File: src/rtl/core/rps_pkg.sv
// ----------------------------------------------------------------------------
// rps_pkg
// shared types and constants for the roulette population select block
// ----------------------------------------------------------------------------
package rps_pkg;

	localparam int POP_SIZE_DEF = 32;
	localparam int FIT_W        = 32;
	localparam int ID_W         = 16;
	localparam int FRAC_W       = 32;
	localparam int RECIP_W      = 32;
	localparam int REQ_W        = 2;
	localparam int CFG_IDX_W    = 1;
	localparam int CFG_DATA_W   = 32;

	// request codes
	localparam logic [REQ_W-1:0] REQ_OFFER  = 2'd0;
	localparam logic [REQ_W-1:0] REQ_SELECT = 2'd1;
	localparam logic [REQ_W-1:0] REQ_CLEAR  = 2'd2;

	// configuration register indexes
	localparam logic [CFG_IDX_W-1:0] CFG_TARGET_FITNESS = 1'd0;
	localparam logic [CFG_IDX_W-1:0] CFG_TARGET_ENABLE  = 1'd1;

	// one table entry
	typedef struct packed {
		logic [FIT_W-1:0]   fit;
		logic [ID_W-1:0]    id;
		logic [RECIP_W-1:0] recip;
	} entry_t;

	// what every cell does in a cycle
	typedef enum logic [1:0] {
		CM_HOLD    = 2'd0,
		CM_INSERT  = 2'd1,
		CM_REPLACE = 2'd2,
		CM_ROTATE  = 2'd3
	} cell_mode_t;

	typedef struct packed {
		cell_mode_t mode;
		entry_t     new_ent;
	} cell_ctrl_t;

endpackage

File: src/rtl/core/rps_cell.sv
// ----------------------------------------------------------------------------
// rps_cell
// one slot of the ordered population chain
// ----------------------------------------------------------------------------
module rps_cell #(
	parameter int POP_SIZE = rps_pkg::POP_SIZE_DEF,
	parameter int IDX      = 0
) (
	input  logic                          clk,
	input  rps_pkg::cell_ctrl_t           ctrl,
	input  logic [$clog2(POP_SIZE+1)-1:0] cnt,
	input  rps_pkg::entry_t               left_ent,
	input  logic                          left_gt,
	input  rps_pkg::entry_t               right_ent,
	input  logic                          right_gt,
	output rps_pkg::entry_t               ent,
	output logic                          gt
);

	localparam int CW = $clog2(POP_SIZE+1);

	rps_pkg::entry_t ent_q;

	// slot is occupied and no better than the offered fitness
	assign gt  = (CW'(IDX) < cnt) && (ent_q.fit >= ctrl.new_ent.fit);
	assign ent = ent_q;

	// shift, insert or rotate
	always_ff @(posedge clk) begin
		case (ctrl.mode)
			rps_pkg::CM_INSERT: begin
				if (!gt) begin
					if (left_gt) ent_q <= ctrl.new_ent;
					else ent_q <= left_ent;
				end
			end
			rps_pkg::CM_REPLACE: begin
				if (right_gt) ent_q <= right_ent;
				else if (gt) ent_q <= ctrl.new_ent;
			end
			rps_pkg::CM_ROTATE: ent_q <= right_ent;
			default: ent_q <= ent_q;
		endcase
	end

endmodule

File: config.mk
export PLATFORM = sky130hd
export DESIGN_NAME = rps_cell
export DESIGN_NICKNAME = d
export VERILOG_FILES = /design/src/rtl/core/rps_pkg.sv /design/src/rtl/core/rps_cell.sv
export SDC_FILE = /design/constraint.sdc
export NUM_CORES = 1
export LEC_CHECK = 0
export ABC_AREA = 1
export BUFFER_PORTS_ARGS = -buffer_cell sky130_fd_sc_hd__buf_2
export CORE_AREA = 3 3 128 130
export CTS_CLUSTER_DIAMETER = 80
export DETAILED_ROUTE_END_ITERATION = 6
export DIE_AREA = 0 0 131 133
export PLACE_DENSITY_LB_ADDON = 0.1
export SLEW_MARGIN = 10
export SYNTH_ARGS = -nofsm -noshare
export SYNTH_HDL_FRONTEND = slang
export SYNTH_SLANG_ARGS = --single-unit
File: constraint.sdc
create_clock -name clk -period 11.8 [get_ports clk]
set_input_delay 0 -clock clk [delete_from_list [all_inputs] [get_ports clk]]
set_output_delay 0 -clock clk [all_outputs]
set_load 0.03 [all_outputs]
==> impl_metrics.tcl <==
set metrics [dict create \
    p_per_area_nw_per_um2 125 \
    overflow 0 \
    cts_made_buffers 9 \
    place_hpwl_um 15000 \
    largest_reg_flops 80 \
    setup_tns_ns 0 \
    dieWidth_um 131 \
    intPower_uw 686 \
    drv_cap 0 \
    seq_area_frac_synth_pct 42.1 \
    coreArea_sq_um 15300 \
    power.switching_uw 342 \
    grtUsageTotal_pct 23.5 \
    power_frac_clock_pct 31.0 \
    clock-sinks 80 \
    cp-startpoint "ent[63]" \
    dp_slack_ns 8.41 \
    hold_depth 3 \
    grt_pass1_wl_um 31900 \
    die_h_um 133 \
    report.final.slew_viol_count 0 \
    r2r_start "ent[63]" \
    syn-num-nets 972 \
    wire_per_inst_um 17.2 \
    yosysTopAreaCell "edfxtp_1" \
    layout.nets 1313 \
    yosys_warnings 0 \
    grt_pass1_vias 6079 \
    slew_headroom_pct 23.8 \
    sw_frac_of_total_pct 33.3 \
    layout-drive-gt1-share_pct 34.5 \
    antenna_found_initial 2 \
    pwr-share-seq_pct 36.9 \
    rsz0062_at_grt "no" \
    ctsLongestPathBuffers 2 \
    finalPower_uw 1030 \
    post_cts_resized 0 \
    hold_violations 0 \
    clk_pin_slew_ns 0.06 \
    die_area_sq_um 17400 \
    hold_path_class "primary input to flip-flop" \
    drc 0 \
    place_congestion 0.840 \
    setup_viol 0 \
    vdd_drop_max_mv 0.0758 \
    vias 6497 \
    fin_ws_ns 8.41 \
    power_frac_comb_pct 32.2 \
    start_util_pct 37.4 \
    ys_ff_latch 80 \
    clock_skew_ns 0.00655 \
    pin_count 332 \
    syn_inst 689 \
    p_leak_uw 0.00373 \
    path_max_fanout 46 \
    grt_max_degree 105 \
    r2r_slack_ns 8.41 \
    status "completed" \
    hp-start "left_ent[70]" \
    vias_per_cell 5.21 \
    portBuffers 331 \
    rows 45 \
    max_freq_ghz 0.295 \
    yosysUniqueCellTypes 26 \
    synth_top_area_share_pct 42.1 \
    cts-root-buf "clkbuf_16" \
    finalCritPeriodShare_pct 28.7 \
    synth_area_per_cell_sq_um 8.29 \
    fin_util_pct 53.8 \
    cp-start-kind "flip-flop" \
    timing.rr.end "ent[20]" \
    tightest_slew_ns 1.14 \
    worst-setup-path-type "flip-flop to flip-flop" \
    cts_tree "done" \
    h-tree-depth 3 \
    ys_top_cells_by_area "edfxtp_1, nand3_1, o211ai_1" \
    cp-end-kind "flip-flop" \
    area_growth_pct 43.9 \
    final_common_cell "buf_2" \
    ant_nets 0 \
    routed_wirelength_um 21400 \
    hold_path_end "ent[70]" \
    drtIter0Drc 550 \
    reg2reg_depth 12 \
    syn_area_sq_um 5710 \
    cp.required_ns 11.77 \
    most-common-layout-cells "buf_2, nand3_1, o21ai_0" \
    first_pass_iters 7 \
    clock_latency_ns 0.34 \
    critPathArrivalTime_ns 3.36 \
    post-route-min-period_ns 3.39 \
]
[through the flow]
stage / hold WS [ns] / cells / cell area (sq um)
2_1_floorplan: 0.199 / 689 / 5710
3_3_place_gp: 0.307 / 1181 / 7380
4_1_cts: 0.000147 / 1246 / 8210
5_1_grt: 0.00809 / 1247 / 8210
6_report: 0.00834 / 1247 / 8210
3_5_place_dp: 0.305 / 1181 / 7380
[worst max-delay path by stage]
stage | cells after the start | to | slack, ns
CTS | 12 | ent[17] | 8.38
finish | 12 | ent[20] | 8.41
detailed placement | 12 | ent[10] | 8.41
global route | 12 | ent[20] | 8.13
global placement | 12 | ent[24] | 8.43
floorplan | 11 | ent[0] | 6.41
[cell type report]
type | count | area (sq um)
clock buffer | 10 | 229
timing repair buffer | 385 | 2190
fill | 1440 | 7040
inverter | 48 | 180
tap | 211 | 264
multi-input combinational | 506 | 2840
antenna | 1 | 2.50
sequential | 80 | 2400
clock inverter | 6 | 108
[worst max-delay path: stages (launching register included)]
cell	delay [ns]
edfxtp_1	0.40
ha_1	0.31
nand2_1	0.06
nor2_1	0.20
nand2_1	0.10
nor2_1	0.11
nor2_1	0.05
nand2_1	0.07
nand2_1	0.06
nand2_1	0.08
a21oi_1	0.10
nor2_4	0.81
buf_4	0.64
[cells in the mapped netlist, drive strengths merged]
cell      n
a21boi    1
a21o      2
a21oi    33
a22oi     3
buf      36
clkbuf   19
edfxtp   80
ha       32
inv      48
nand2    61
nand3   110
nand4     2
nor2     89
nor4      1
o211ai   62
o21a      1
o21ai    91
o221ai   15
o22ai     3
[repair_timing]
action	4_1_cts	5_1_grt
endpoints found under the hold margin	45	0
hold buffers	49	0
buffers inserted	0	0
[cell families after synthesis]
| kind of cell | Yosys count | synth area share (%) |
|---|---|---|
| adder cells (fa/ha/maj) | 32 | 7.01 |
| AND/OR/NAND/NOR | 263 | 20.0 |
| flip-flops | 80 | 42.1 |
| AO/OA/AOI/OAI | 211 | 22.6 |
| buffers and inverters | 103 | 8.33 |
[power by group through the flow]
stage / sequential, uW / clock (uW) / combinational (uW)
global route: 383 / 340 / 362
detailed placement: 385 / 0 / 318
CTS: 379 / 325 / 332
floorplan: 469 / 0 / 116
global placement: 383 / 0 / 319
finish: 379 / 318 / 331
[metal layers]
| layer | global-route usage, % | part of all wire, % | up-vias |
|---|---|---|---|
| met2 | 38.5 | 48 | 315 |
| met4 | 10.0 | 3.1 | 2 |
| met3 | 5.53 | 8.7 | 45 |
| met1 | 29.3 | 40 | 2939 |
| met5 | 0 | 0.033 | - |
| li1 | - | - | 3196 |
Note: power is estimated with default switching activity, not from simulation.
