==> src/rtl/core/rps_pkg.sv <==
// ----------------------------------------------------------------------------
// rps_pkg
// shared types and constants for the roulette population select block
// ----------------------------------------------------------------------------
package rps_pkg;

	localparam int POP_SIZE_DEF = 32;
	localparam int FIT_W        = 32;
	localparam int ID_W         = 16;
	localparam int FRAC_W       = 32;
	localparam int RECIP_W      = 32;
	localparam int REQ_W        = 2;
	localparam int CFG_IDX_W    = 1;
	localparam int CFG_DATA_W   = 32;

	// request codes
	localparam logic [REQ_W-1:0] REQ_OFFER  = 2'd0;
	localparam logic [REQ_W-1:0] REQ_SELECT = 2'd1;
	localparam logic [REQ_W-1:0] REQ_CLEAR  = 2'd2;

	// configuration register indexes
	localparam logic [CFG_IDX_W-1:0] CFG_TARGET_FITNESS = 1'd0;
	localparam logic [CFG_IDX_W-1:0] CFG_TARGET_ENABLE  = 1'd1;

	// one table entry
	typedef struct packed {
		logic [FIT_W-1:0]   fit;
		logic [ID_W-1:0]    id;
		logic [RECIP_W-1:0] recip;
	} entry_t;

	// what every cell does in a cycle
	typedef enum logic [1:0] {
		CM_HOLD    = 2'd0,
		CM_INSERT  = 2'd1,
		CM_REPLACE = 2'd2,
		CM_ROTATE  = 2'd3
	} cell_mode_t;

	typedef struct packed {
		cell_mode_t mode;
		entry_t     new_ent;
	} cell_ctrl_t;

endpackage

==> src/rtl/core/rps_recip_div.sv <==
// ----------------------------------------------------------------------------
// rps_recip_div
// restoring divider for floor(2^32 / fitness), one quotient bit per cycle
// ----------------------------------------------------------------------------
module rps_recip_div (
	input  logic                        clk,
	input  logic                        arst_n,
	input  logic                        start,
	input  logic [rps_pkg::FIT_W-1:0]   divisor,
	output logic                        done,
	output logic [rps_pkg::RECIP_W-1:0] recip
);

	localparam int STEPS = rps_pkg::FIT_W + 1;
	localparam int SW    = $clog2(STEPS + 1);

	logic [rps_pkg::FIT_W-1:0] div_q;
	logic [rps_pkg::FIT_W-1:0] rem_q;
	logic [STEPS-1:0]          quo_q;
	logic [SW-1:0]             step_q;
	logic                      busy_q;
	logic                      done_q;
	logic [rps_pkg::FIT_W:0]   trial;
	logic                      fits;

	// dividend is a single one in its top bit
	assign trial = {rem_q, (step_q == '0)};
	assign fits  = trial >= {1'b0, div_q};

	// control
	always_ff @(posedge clk or negedge arst_n) begin
		if (!arst_n) begin
			busy_q <= 1'b0;
			done_q <= 1'b0;
			step_q <= '0;
		end else begin
			done_q <= 1'b0;
			if (start) begin
				busy_q <= 1'b1;
				step_q <= '0;
			end else if (busy_q) begin
				step_q <= step_q + SW'(1);
				if (step_q == SW'(STEPS - 1)) begin
					busy_q <= 1'b0;
					done_q <= 1'b1;
				end
			end
		end
	end

	// datapath
	always_ff @(posedge clk) begin
		if (start) begin
			div_q <= divisor;
			rem_q <= '0;
			quo_q <= '0;
		end else if (busy_q) begin
			rem_q <= fits ? rps_pkg::FIT_W'(trial - {1'b0, div_q})
			              : rps_pkg::FIT_W'(trial);
			quo_q <= {quo_q[STEPS-2:0], fits};
		end
	end

	assign done  = done_q;
	assign recip = (div_q < rps_pkg::FIT_W'(2)) ? '1 : quo_q[rps_pkg::RECIP_W-1:0];

endmodule

==> config.mk <==
export PLATFORM = sky130hd
export DESIGN_NAME = rps_recip_div
export DESIGN_NICKNAME = d
export VERILOG_FILES = /design/src/rtl/core/rps_pkg.sv /design/src/rtl/core/rps_recip_div.sv
export SDC_FILE = /design/constraint.sdc
export NUM_CORES = 1
export LEC_CHECK = 0
export BUFFER_PORTS_ARGS = -buffer_cell sky130_fd_sc_hd__buf_2
export CORE_ASPECT_RATIO = 1.4
export CORE_MARGIN = 1
export CORE_UTILIZATION = 33
export CTS_CLUSTER_SIZE = 28
export DETAILED_ROUTE_END_ITERATION = 10
export PLACE_DENSITY_LB_ADDON = 0.1
export SLEW_MARGIN = 20
export SYNTH_ARGS = -nofsm -noshare
export SYNTH_HDL_FRONTEND = slang
export SYNTH_SLANG_ARGS = --single-unit
==> constraint.sdc <==
create_clock -name clk -period 3.1 [get_ports clk]
set_input_delay 0.31 -clock clk [delete_from_list [all_inputs] [get_ports clk]]
set_output_delay 0.31 -clock clk [all_outputs]
set_load 0.05 [all_outputs]
==> reports/metrics.yaml <==
powerDensity_mw_per_mm2: 780
numClockSinks: 104
critPathKind: "reg2reg"
hold_slack_ns: 0.123
hold_class: "in2reg"
track_usage_pct: 17.1
rsz0062_at_grt: "yes"
worst_slew_pin_slew_ns: 0.636
synth_cells: 684
reg2regPathDepth: 14
regToRegEndpoint: "rem_q[21]"
drive_above_1_share_pct: 26.1
relSlewSlack_pct: 57.2
hold_end: "div_q[2]"
gp_congestion: 0.857
overflow: 0
combPwrFrac_pct: 49.8
antenna_found_initial: 0
synth_area_sq_mm: 0.00606
status: "finished, violations left"
wire_per_inst_um: 15.5
start_util_pct: 33.7
numCtsBuffers: 9
drt_first_pass_iters: 4
power.switching_mw: 2.27
synth_top_cell_area_share_pct: 21.1
nets: 838
first_global_vias: 5086
htree_levels: 3
grt_pass1_wl_um: 25100
critPathLaunchType: "register"
p_clk_share_pct: 19.4
p_total_mw: 5.78
cp.arrival_ns: 3.38
yosysUniqueCellTypes: 60
hold_viol_final: 0
finalWirelength_um: 15700
ios: 68
num_vias: 5141
path_max_fanout: 3
r2r_slack_ns: -0.01
post-synth-top-area-cell: "dfxtp_1"
yosysWarnings: 0
fin_skew_ns: 0.0106
syn_nets: 754
grt_max_degree: 108
die_area_sq_mm: 0.0189
fmax_mhz: 322
synth_area_per_cell_sq_um: 8.86
fin_crit_ns: 3.11
p_int_mw: 3.51
vdd_drop_max_uv: 285
violations: "negative setup slack"
synth_top_cells_by_area: "dfxtp_1 21%, edfxtp_1 16%, ha_1 7.0%"
hold_start: "divisor[2]"
fin_crit_sh_pct: 100
cts.clk_slew.worst_paths_ns: 0.08
cts_tree: "done"
drv_cap: 0
n_fill_cell: 1873
rows: 58
placed_area_sq_mm: 0.00681
worstPathRequired_ns: 3.37
placeableCoreArea_sq_mm: 0.0180
layout.cells.non_filler: 1013
dp.cells: 985
dp_hpwl_um: 11300
multiInputGateArea_sq_mm: 0.00345
synthFlopType: "dfxtp_1"
vias_per_cell: 5.08
worstSkewPairLatency_ns: 0.36
drt_iter0_markers: 176
root_buffer: "clkbuf_16"
yosysSeqAreaShare_pct: 40.3
ant_nets: 0
antennaDiodeCount: 0
synth_edf_count: 32
finalSetupViolCount: 3
cts_max_path_buffers: 2
setup_slack_ns: -0.0101
chipWidth_um: 117
synth_async_sr_flop_share_pct: 7.69
regArea_sq_mm: 0.00245
timing.hold.worst_path_depth: 1
cp-end-kind: "register"
design_area_sq_mm: 0.00741
synth_seq_cells: 104
dieHeight_um: 162
io_buffers: 67
drc: 0
leakagePower_nw: 3.57
slew_violations: 0
sequentialPowerShare_pct: 30.8
p_sw_share_pct: 39.3
syn_to_final_growth_pct: 22.3
rr_startpoint: "step_q[1]"
-- synthesized netlist by cell type (10+ instances only) --
master	instances
nor2_1	85
nand2_1	76
dfxtp_1	64
inv_1	41
mux2i_1	36
ha_1	34
or2_2	33
edfxtp_1	32
a21oi_1	31
a311oi_1	22
clkbuf_1	22
nor3_1	16
xor2_1	16
xnor2_1	13
a21o_1	12
nand3_1	10
nand4_1	10
o21ai_0	10
-- critical path, cell delays in order, from the launching register on --
cell       delay, ns
dfrtp_1         0.39
inv_1           0.06
ha_2            0.16
nor4b_4         0.20
nand2b_1        0.12
ha_2            0.22
nor2b_4         0.14
o2111ai_2       0.16
a21oi_2         0.21
o2111ai_2       0.17
nand3b_1        0.20
nand2_4         0.08
o31a_1          0.30
or3_4           0.35
a311oi_2        0.28
-- timing repair --
| item | CTS | global route |
|---|---|---|
| resized for setup | 11 | 36 |
| pin swaps | 8 | 20 |
| endpoints found under the hold margin | 8 | 0 |
| cloned | 0 | 1 |
| setup endpoints to repair | 15 | 33 |
| setup buffers | 2 | 9 |
| hold buffers | 1 | 0 |
-- placed cells by master, fill, tap and decap left out, types with 8 or more instances in the layout --
cell       instances
a21o_1            12
a21oi_1           28
a311oi_1          15
a311oi_2           8
buf_2             66
buf_4             30
buf_6              9
clkbuf_16         10
dfxtp_1           64
edfxtp_1          32
ha_1              32
inv_1             41
mux2i_1           36
nand2_1           69
nand3_1           10
nand4_1           10
nor2_1            85
nor3_1            15
nor4_1             9
o21ai_0           10
or2_2             33
xnor2_1           13
xor2_1            16
-- layout make-up --
type	instances	share of cell area [%]
clock buffer	9	3.04
sequential	104	33.0
inverter	41	2.08
clock inverter	7	0.844
multi-input combinational	501	46.6
timing repair buffer	111	10.4
tap	240	4.05
-- metal layers --
metal | GRT usage (%) | up-vias | part of all wire [%]
met5 | 0 | - | 0
met4 | 7.52 | 0 | 2.9
met3 | 3.24 | 31 | 3.3
met2 | 31.2 | 89 | 53
met1 | 18.9 | 2437 | 41
li1 | - | 2584 | -
-- flip-flops by register name (all words and copies together), names as in the netlist --
signal and flops:
rem_q 32, quo_q 32, busy_q 1, div_q 32, done 1, step_q 6
-- power groups by stage --
stage / registers (mW) / clock network, mW / logic [mW]
after global routing: 1.81 / 1.21 / 3.14
after CTS: 1.78 / 1.16 / 2.49
final: 1.78 / 1.12 / 2.88
after global placement: 1.80 / 0 / 2.38
after detailed placement: 1.81 / 0 / 2.40
after floorplan: 1.76 / 0 / 1.79
-- how the worst max path moves through the flow --
stage                   start  slack, ns        end
floorplan           step_q[0]     -0.008  rem_q[24]
global placement    step_q[0]      -0.16  rem_q[28]
detailed placement  step_q[0]      -0.24  rem_q[28]
CTS                 step_q[0]      0.002  rem_q[21]
global route        step_q[0]      -0.22  rem_q[21]
finish              step_q[1]      -0.01  rem_q[21]
-- through the flow --
| stage | util (%) | TNS, ns | setup slack [ns] |
|---|---|---|---|
| floorplan | - | -0.00803 | -0.00803 |
| global placement | 37.9 | -0.593 | -0.158 |
| detailed placement | 37.9 | -1.32 | -0.243 |
| CTS | 39.9 | 0 | 0.00166 |
| global route | 41.2 | -5.26 | -0.223 |
| finish | 41.2 | -0.0206 | -0.0101 |
-- cell families after synthesis --
logic type                 Yosys count  share of synthesized area, %
AOI/OAI and AO/OA                  133                          15.8
xor gates and xnor gates            29                          4.19
buffers and inverters               79                          5.37
DFF                                104                          40.3
muxes                               37                          6.13
adders and majority gates           35                          7.35
and+or+nand+nor                    267                          20.8
Note: power is estimated with default switching activity, not from simulation.
